[config.mk]
export PLATFORM = sky130hd
export DESIGN_NAME = refcounted_handle_table
export DESIGN_NICKNAME = d
export VERILOG_FILES = /design/src/rht_pkg.sv /design/src/rht_cell.sv /design/src/refcounted_handle_table.sv
export VERILOG_INCLUDE_DIRS = /design/src /design/src/src
export SDC_FILE = /design/constraint.sdc
export NUM_CORES = 2
export LEC_CHECK = 0
export BUFFER_PORTS_ARGS = -buffer_cell sky130_fd_sc_hd__buf_2
export CAP_MARGIN = 5
export CORE_MARGIN = 2
export CORE_UTILIZATION = 30
export CTS_BUF_LIST = sky130_fd_sc_hd__clkbuf_4 sky130_fd_sc_hd__clkbuf_8
export DETAILED_ROUTE_END_ITERATION = 8
export GPL_TIMING_DRIVEN = 0
export HOLD_SLACK_MARGIN = 0.03
export PLACE_DENSITY = 0.51
export SETUP_SLACK_MARGIN = 0.3
export SLEW_MARGIN = 20
export SYNTH_ARGS = -nofsm -noshare
export SYNTH_HDL_FRONTEND = slang
export SYNTH_SLANG_ARGS = --single-unit
[constraint.sdc]
create_clock -name clk -period 6.7 [get_ports clk]
set_input_delay 1.675 -clock clk [delete_from_list [all_inputs] [get_ports clk]]
set_output_delay 1.675 -clock clk [all_outputs]
set_load 0.02 [all_outputs]
[src/refcounted_handle_table_assert.svh]
// assertion macros for the reference counted handle table
`ifndef REFCOUNTED_HANDLE_TABLE_ASSERT_SVH
`define REFCOUNTED_HANDLE_TABLE_ASSERT_SVH

// same-cycle implication, sampled on clk, off during reset
`define RHT_ASSERT_IMPLY(label, lhs, rhs) \
    label: assert property (@(posedge clk) disable iff (!rst_n) (lhs) |-> (rhs)) \
        else $error("handle table check failed");

// next-cycle implication, sampled on clk, off during reset
`define RHT_ASSERT_NEXT(label, lhs, rhs) \
    label: assert property (@(posedge clk) disable iff (!rst_n) (lhs) |=> (rhs)) \
        else $error("handle table check failed");

`endif

[src/rht_pkg.sv]
// shared types and codes for the reference counted handle table
`default_nettype none

package rht_pkg;

    localparam int INDEX_BITS = 5;
    localparam int OUT_COUNT_BITS = 8;

    typedef enum logic [1:0]
    {
        OP_GET  = 2'd0,
        OP_DUP  = 2'd1,
        OP_PUT  = 2'd2,
        OP_NONE = 2'd3
    } op_t;

    typedef enum logic [1:0]
    {
        ST_OK       = 2'd0,
        ST_FULL     = 2'd1,
        ST_UNUSED   = 2'd2,
        ST_OVERFLOW = 2'd3
    } status_t;

    typedef struct packed
    {
        op_t                   op;
        logic [INDEX_BITS-1:0] index;
        logic                  flag;
    } req_ctl_t;

    typedef struct packed
    {
        logic fire;
        logic hit_any;
    } cell_cmd_t;

endpackage

`default_nettype wire

[src/rht_cell.sv]
// one slot of the table: object number, reference count and chain stage
`default_nettype none

module rht_cell
    import rht_pkg::*;
#(
    parameter int SLOT_COUNT  = 32,
    parameter int NUMBER_BITS = 16,
    parameter int COUNT_BITS  = 8,
    parameter int CELL_INDEX  = 0,
    parameter int SLOT_BITS   = (SLOT_COUNT > 1) ? $clog2(SLOT_COUNT) : 1
)
(
    input  wire logic                                  clk,
    input  wire logic                                  rst_n,
    input  var  req_ctl_t                              req_ctl,
    input  wire logic [NUMBER_BITS-1:0]                req_number,
    input  var  cell_cmd_t                             cmd,
    input  wire logic [2*SLOT_BITS+2*COUNT_BITS+1:0]   chain_in,
    output logic      [2*SLOT_BITS+2*COUNT_BITS+1:0]   chain_out
);

    localparam int CMP_BITS = (SLOT_BITS > INDEX_BITS) ? SLOT_BITS : INDEX_BITS;
    localparam logic [SLOT_BITS-1:0] MY_SLOT = SLOT_BITS'(CELL_INDEX);
    localparam logic [CMP_BITS-1:0]  MY_CMP  = CMP_BITS'(CELL_INDEX);

    typedef struct packed
    {
        logic                  hit;
        logic [SLOT_BITS-1:0]  hit_slot;
        logic [COUNT_BITS-1:0] hit_count;
        logic                  free_seen;
        logic [SLOT_BITS-1:0]  free_slot;
        logic [COUNT_BITS-1:0] addr_count;
    } link_t;

    link_t link_in;
    link_t link_out;

    logic [NUMBER_BITS-1:0] number_reg;
    logic [NUMBER_BITS-1:0] number_next;
    logic [COUNT_BITS-1:0]  count_reg;
    logic [COUNT_BITS-1:0]  count_next;

    logic live;
    logic at_max;
    logic match;
    logic addressed;
    logic free_first;

    assign link_in   = chain_in;
    assign chain_out = link_out;

    assign live       = (count_reg != '0);
    assign at_max     = (count_reg == '1);
    assign match      = live && (number_reg == req_number);
    assign addressed  = (CMP_BITS'(req_ctl.index) == MY_CMP);
    assign free_first = !live && !link_in.free_seen;

    always_comb
    begin
        link_out.hit        = link_in.hit | match;
        link_out.hit_slot   = link_in.hit_slot | (match ? MY_SLOT : '0);
        link_out.hit_count  = link_in.hit_count | (match ? count_reg : '0);
        link_out.free_seen  = link_in.free_seen | !live;
        link_out.free_slot  = free_first ? MY_SLOT : link_in.free_slot;
        link_out.addr_count = link_in.addr_count | (addressed ? count_reg : '0);
    end

    always_comb
    begin
        number_next = number_reg;
        count_next  = count_reg;
        if (cmd.fire)
        begin
            case (req_ctl.op)
                OP_GET:
                begin
                    if (match && !at_max)
                    begin
                        count_next = count_reg + 1'b1;
                    end
                    else if (!cmd.hit_any && free_first)
                    begin
                        count_next  = COUNT_BITS'(1);
                        number_next = req_number;
                    end
                end
                OP_DUP:
                begin
                    if (addressed && live && !at_max)
                    begin
                        count_next = count_reg + 1'b1;
                    end
                end
                OP_PUT:
                begin
                    if (addressed && live)
                    begin
                        count_next = count_reg - 1'b1;
                    end
                end
                default:
                begin
                    count_next = count_reg;
                end
            endcase
        end
    end

    always_ff @(posedge clk or negedge rst_n)
    begin
        if (!rst_n)
        begin
            count_reg <= '0;
        end
        else
        begin
            count_reg <= count_next;
        end
    end

    always_ff @(posedge clk)
    begin
        number_reg <= number_next;
    end

endmodule

`default_nettype wire

[src/refcounted_handle_table.sv]
// top level of the reference counted handle table: request stage, cell chain, result register
// flow: a transfer accepted into the request register gives its result in the result register
//   once the reply side is not stalled; the single request register takes no new transfer
//   until then, and the lookup ripples through the whole row of slot cells
// reset: all reference counts clear at once, so every slot is free;
//   stored object numbers are not reset and are read only behind a live count
`default_nettype none

module refcounted_handle_table
    import rht_pkg::*;
#(
    parameter int SLOT_COUNT  = 32,
    parameter int NUMBER_BITS = 16,
    parameter int COUNT_BITS  = 8
)
(
    input  wire logic        clk,
    input  wire logic        rst_n,
    input  wire logic        req_valid,
    output logic             req_stall,
    input  wire logic [1:0]  operation,
    input  wire logic [15:0] object_number,
    input  wire logic [4:0]  slot_index,
    input  wire logic        unlinked_and_loaded,
    output logic             rsp_valid,
    input  wire logic        rsp_stall,
    output logic [4:0]       result_slot,
    output logic [1:0]       status,
    output logic             was_hit,
    output logic [7:0]       new_count,
    output logic             delete_now
);

    `include "refcounted_handle_table_assert.svh"

    localparam int SLOT_BITS = (SLOT_COUNT > 1) ? $clog2(SLOT_COUNT) : 1;

    typedef struct packed
    {
        logic                  hit;
        logic [SLOT_BITS-1:0]  hit_slot;
        logic [COUNT_BITS-1:0] hit_count;
        logic                  free_seen;
        logic [SLOT_BITS-1:0]  free_slot;
        logic [COUNT_BITS-1:0] addr_count;
    } chain_t;

    logic                   req_valid_reg;
    logic                   req_valid_next;
    req_ctl_t               req_ctl_reg;
    logic [NUMBER_BITS-1:0] req_number_reg;

    logic                   rsp_valid_reg;
    logic                   rsp_valid_next;
    logic [4:0]             slot_reg;
    logic [4:0]             slot_next;
    status_t                status_reg;
    status_t                status_next;
    logic                   hit_reg;
    logic                   hit_next;
    logic [7:0]             count_reg;
    logic [7:0]             count_next;
    logic                   delete_reg;
    logic                   delete_next;

    logic                   req_accept;
    logic                   fire;
    cell_cmd_t              cmd;
    chain_t                 chain [SLOT_COUNT+1];
    chain_t                 tail;

    assign req_stall  = req_valid_reg;
    assign req_accept = req_valid && !req_stall;
    assign fire       = req_valid_reg && (!rsp_valid_reg || !rsp_stall);

    assign chain[0]    = '0;
    assign tail        = chain[SLOT_COUNT];
    assign cmd.fire    = fire;
    assign cmd.hit_any = tail.hit;

    generate
        for (genvar g = 0; g < SLOT_COUNT; g++)
        begin : g_cell
            rht_cell
            #(
                .SLOT_COUNT  (SLOT_COUNT),
                .NUMBER_BITS (NUMBER_BITS),
                .COUNT_BITS  (COUNT_BITS),
                .CELL_INDEX  (g),
                .SLOT_BITS   (SLOT_BITS)
            )
            u_cell
            (
                .clk        (clk),
                .rst_n      (rst_n),
                .req_ctl    (req_ctl_reg),
                .req_number (req_number_reg),
                .cmd        (cmd),
                .chain_in   (chain[g]),
                .chain_out  (chain[g+1])
            );
        end
    endgenerate

    // request stage
    always_comb
    begin
        req_valid_next = req_valid_reg;
        if (req_accept)
        begin
            req_valid_next = 1'b1;
        end
        else if (fire)
        begin
            req_valid_next = 1'b0;
        end
    end

    always_ff @(posedge clk or negedge rst_n)
    begin
        if (!rst_n)
        begin
            req_valid_reg <= 1'b0;
        end
        else
        begin
            req_valid_reg <= req_valid_next;
        end
    end

    always_ff @(posedge clk)
    begin
        if (req_accept)
        begin
            req_ctl_reg.op    <= op_t'(operation);
            req_ctl_reg.index <= slot_index;
            req_ctl_reg.flag  <= unlinked_and_loaded;
            req_number_reg    <= NUMBER_BITS'(object_number);
        end
    end

    // result from the end of the chain
    always_comb
    begin
        slot_next   = '0;
        status_next = ST_OK;
        hit_next    = 1'b0;
        count_next  = '0;
        delete_next = 1'b0;
        case (req_ctl_reg.op)
            OP_GET:
            begin
                if (tail.hit)
                begin
                    slot_next = 5'(tail.hit_slot);
                    hit_next  = 1'b1;
                    if (tail.hit_count == '1)
                    begin
                        status_next = ST_OVERFLOW;
                        count_next  = OUT_COUNT_BITS'(tail.hit_count);
                    end
                    else
                    begin
                        count_next = OUT_COUNT_BITS'(tail.hit_count + 1'b1);
                    end
                end
                else if (tail.free_seen)
                begin
                    slot_next  = 5'(tail.free_slot);
                    count_next = OUT_COUNT_BITS'(1);
                end
                else
                begin
                    status_next = ST_FULL;
                end
            end
            OP_DUP, OP_PUT:
            begin
                slot_next = req_ctl_reg.index;
                if (tail.addr_count == '0)
                begin
                    status_next = ST_UNUSED;
                end
                else if (req_ctl_reg.op == OP_DUP)
                begin
                    if (tail.addr_count == '1)
                    begin
                        status_next = ST_OVERFLOW;
                        count_next  = OUT_COUNT_BITS'(tail.addr_count);
                    end
                    else
                    begin
                        count_next = OUT_COUNT_BITS'(tail.addr_count + 1'b1);
                    end
                end
                else
                begin
                    count_next  = OUT_COUNT_BITS'(tail.addr_count - 1'b1);
                    delete_next = req_ctl_reg.flag &&
                                  (tail.addr_count == COUNT_BITS'(1));
                end
            end
            default:
            begin
                slot_next = '0;
            end
        endcase
    end

    // output register
    always_comb
    begin
        rsp_valid_next = rsp_valid_reg;
        if (fire)
        begin
            rsp_valid_next = 1'b1;
        end
        else if (!rsp_stall)
        begin
            rsp_valid_next = 1'b0;
        end
    end

    always_ff @(posedge clk or negedge rst_n)
    begin
        if (!rst_n)
        begin
            rsp_valid_reg <= 1'b0;
        end
        else
        begin
            rsp_valid_reg <= rsp_valid_next;
        end
    end

    always_ff @(posedge clk)
    begin
        if (fire)
        begin
            slot_reg   <= slot_next;
            status_reg <= status_next;
            hit_reg    <= hit_next;
            count_reg  <= count_next;
            delete_reg <= delete_next;
        end
    end

    assign rsp_valid   = rsp_valid_reg;
    assign result_slot = slot_reg;
    assign status      = status_reg;
    assign was_hit     = hit_reg;
    assign new_count   = count_reg;
    assign delete_now  = delete_reg;

    `RHT_ASSERT_NEXT(a_fire_gives_result, fire, rsp_valid && !req_valid_reg)
    `RHT_ASSERT_NEXT(a_accept_loads_request, req_accept, req_valid_reg && req_stall)
    `RHT_ASSERT_IMPLY(a_delete_on_last_ref, rsp_valid && delete_now,
        new_count == 8'd0 && status == ST_OK && !was_hit)
    `RHT_ASSERT_IMPLY(a_hit_only_on_get, rsp_valid && was_hit,
        status == ST_OK || status == ST_OVERFLOW)

endmodule

`default_nettype wire

==> metrics.md <==
| Metric | Value |
|---|---|
| Clock sink count | 811 |
| Post-detail-place hpwl | 266 mm |
| Timing-limited maximum frequency | 149 MHz |
| Hold path start | req_number_reg[12] |
| Register bit total from synthesis | 811 |
| Gate Count Post-Synth | 5,140 |
| Die Wd | 413 µm |
| Critical Path Sink Type | flop |
| Number of warnings printed during yosys synthesis | 0 |
| Area post-placement | 56,200 µm² |
| Critical path start-end classification | flop to flop |
| Critical Path Source Type | flop |
| Mapped Avg Cell Area | 9.77 µm² |
| Status | finished clean |
| Internal power | 12,500 µW |
| Flip-flop count of the largest register, all copies and words added | 512 |
| Placement Rows | 150 |
| Die height | 413 µm |
| Switching component of the power | 14,300 µW |
| Clock power share | 19.9% |
| Synth Area in Adders | 2.37% |
| Clock skew after layout | 0.0841 ns |
| Combined area of all synthesized cells | 50,200 µm² |
| Compound-Gate Fraction of Synth Area | 19.5% |
| Clock root buffer | clkbuf_8 |
| Number of antenna violations at the first check in global routing | 48 |
| Number of violations of the max-capacitance limit | 0 |
| Floorplan die area | 171,000 µm² |
| Multiplexer share of the synthesized area | 0.705% |
| Type of the tightest min-delay check | flop to flop |
| Number of buffers inserted by hold repair at cts | 0 |
| Power per Cell Area | 447 nW/µm² |
| Max transition margin | 11.8% |
| CTS tree | done |
| Overall via count from detail_route | 50,427 |
| Comb pwr share | 51.7% |
| Switching share of total power | 53.2% |
| Reg-to-reg critical path startpoint | g_cell[11].u_cell.count_reg[2] |
| Count of endpoints failing hold in the final timing report | 0 |
| Maximum number of buffers from clock root to sink | 3 |
| Distinct cells, synth | 99 |
| Sequential element share of the synthesized area | 45.9% |
| Maximum vdd drop | 0.235 mV |
| Number of cells on the worst reg-to-reg path | 12 |
| Number of buffers inserted during clock tree synthesis | 153 |
| Synth top area cells | edfxtp_1 33%, dfrtp_1 13%, xnor2_1 9.4% |
| Reg-to-reg setup timing slack | 0.006 ns |
| WP data arrival | 7.48 ns |
| Post-synthesis net count | 5,263 |
| Max FO, Critical Path | 10 |
| Main combinational cell family by area after synthesis | compound AO/OA/AOI/OAI gates |
| Setup repair after global routing missed its margin | no |
| End point of the worst hold path | g_cell[20].u_cell.number_reg[12] |
| Async set-reset flop share out of synthesis | 31.8% |
| Final Hold Slack | 0.555 ns |
| Layout cells sized above 1 | 15.6% |
| Final Cell Area | 60,000 µm² |
| Post-synth top flop | edfxtp_1 |
| Register share of total power | 28.5% |
| WL/cell | 43.5 µm |
| Worst-path clk slew | 0.06 ns |
| Transition time at the pin with the least slew margin | 1.32 ns |
| Vias per cell | 6.39 |
| Period utilization | 99.9% |
| Number of cells in the finished layout apart from fillers | 7,889 |
| Total leakage power | 0.0210 µW |
| Core Area | 167,000 µm² |
| Wire length of the first global-routing pass | 446 mm |
| Starting DRC count in detailed routing | 7,594 |
| Initial cell density of the core | 30.1% |
| H-tree Lvls | 4 |
| Share of the synthesized area in the top cell type | 33.1% |
| Source-to-sink clock delay at the later pin of the worst-skew pair | 0.97 ns |
| Final RePlAce weighted congestion | 1.14 |
| Worst reg2reg endpoint | g_cell[28].u_cell.count_reg[6] |
| Setup violators final | 0 |
| Largest net degree at the start of global routing | 80 |
| Residual antenna-violating net count after detailed routing | 0 |
| I/O Pins | 47 |
| Final WL | 343 mm |
| All-Layer GR Usage | 39.4% |
| Number of instances on the worst hold path | 0 |
| Number of optimization iterations in the first detailed-route pass | 9 |
| Post-layout min period | 6.69 ns |
| Data required time at the worst endpoint | 7.49 ns |
| Layout Nets | 5,656 |
| Total overflow reported by the global router | 0 |
| Largest area contributor in the synthesized netlist | edfxtp_1 |
| PortBufs | 46 |
| Post-Place Cells | 7,556 |
| Via count of the first global-routing pass | 46,212 |
| Post-detailed-route DRC marker count | 0 |
| Post-synthesis share of cell area spent on xor and xnor gates | 9.44% |
| EDFF count, synth | 553 |
| Area Overhead vs Synth | 19.5% |
| Final count of pins violating max slew | 0 |
| Simple-gate portion of the synthesized area | 17.6% |
Yosys cell counts (11+ instances only):
cell	instances
a211oi_1	31
a21o_1	20
a21oi_1	199
a221oi_1	24
a22o_1	28
a22oi_1	249
a31o_2	13
a31oi_1	90
a32oi_1	70
a41oi_1	11
and2_1	36
and3_1	115
and4_1	14
buf_1	23
buf_2	112
clkbuf_1	327
dfrtp_1	258
edfxtp_1	553
ha_1	95
inv_1	90
mux2_2	17
mux2i_1	11
nand2_1	332
nand2b_1	11
nand3_1	278
nand4_1	262
nor2_1	322
nor2b_1	13
nor3_1	72
nor3b_1	24
nor4_1	76
nor4_2	15
nor4b_1	13
o211ai_1	12
o21a_1	14
o21ai_0	240
o21ai_1	18
o22a_1	15
o22ai_1	107
o311ai_0	12
o31ai_1	175
o41ai_1	18
or3_1	12
or4_1	23
xnor2_1	537
power groups by stage:
stage | Sequential, µW | Clock (µW) | Combinational, µW
global route | 7600 | 5600 | 14000
global placement | 7890 | 0 | 12200
floorplan | 6950 | 0 | 6450
detailed placement | 7660 | 0 | 12900
CTS | 7560 | 5390 | 13000
finish | 7630 | 5320 | 13800
critical path, cell delays in order, from the launching register on:
cell and delay (ns):
dfrtp_1 0.36, clkbuf_1 0.44, nor2_1 0.39, nand4_1 0.99
nand2_1 1.06, nand4_1 0.35, or4_4 0.54, buf_6 0.17
nor4_1 1.03, o311ai_1 0.55, buf_2 0.35, o21ai_0 0.18
o31ai_1 0.10
per-layer routing:
metal | GRT usage, % | wire [µm]
met1 | 49.0 | 132000
met2 | 58.8 | 146000
met3 | 10.3 | 33100
met4 | 28.8 | 31300
met5 | 0 | 129
cell usage in the layout, fill, tap and decap left out, drive strengths merged, types with 21 or more instances in the layout:
cell type,instances
nand3,279
a22o,28
nand4,263
o31ai,177
or4,24
o22ai,107
clkinv,47
o311ai,21
nor3,75
a22oi,249
nor2,322
ha,95
nor3b,24
dfrtp,258
a31oi,92
a32oi,70
buf,389
a211oi,31
nor4,93
and2,39
clkbuf,527
and3,115
inv,99
nand2,333
edfxtp,553
a21oi,199
xnor2,537
diode,31
o21ai,258
a221oi,24
logic make-up after synthesis:
group / count (synthesis)
and+or+nand+nor: 1676
AOI/OAI and AO/OA: 1427
DFF: 811
buffers and inverters: 559
xor gates and xnor gates: 541
adders and majority gates: 95
muxes: 31
stage by stage:
step	setup slack (ns)	setup TNS [ns]	util, %	power [µW]
2_1_floorplan	1.61	0	-	13400
3_3_place_gp	-4.19	-3440.12	31.9	20100
3_5_place_dp	-0.942	-237.34	33.7	20600
4_1_cts	0.304	0	35.8	26000
5_1_grt	0.321	0	36.0	27200
6_report	0.00624	0	36.0	26800
layout make-up:
cell class / instances / area, µm²
Tap cell: 2204 / 2760
Clock buffer: 209 / 2580
Antenna cell: 31 / 77.6
Sequential cell: 811 / 23100
Clock inverter: 67 / 653
Fill cell: 16913 / 107000
Inverter: 90 / 338
Buffer: 458 / 2040
Timing Repair Buffer: 249 / 3080
Multi-Input combinational cell: 3770 / 25400
how the worst max path moves through the flow:
stage | start | endpoint | cells after the start
after global placement | req_number_reg[10] | g_cell[30].u_cell.number_reg[7] | 11
after detailed placement | req_number_reg[3] | g_cell[5].u_cell.number_reg[2] | 17
after CTS | req_number_reg[1] | new_count[2] | 17
after floorplan | rsp_stall | g_cell[31].u_cell.number_reg[0] | 3
final | g_cell[11].u_cell.count_reg[2] | g_cell[28].u_cell.count_reg[6] | 12
after global routing | g_cell[0].u_cell.count_reg[0] | g_cell[31].u_cell.count_reg[6] | 16
what timing repair did:
| item | 4_1_cts | 5_1_grt |
|---|---|---|
| resized for setup | 27 | 21 |
| endpoints found under the setup margin | 547 | 428 |
| setup buffers | 11 | 24 |
| hold endpoints to repair | 0 | 0 |
| pin swaps | 5 | 2 |
No activity file was read; power rests on OpenSTA's default activity.
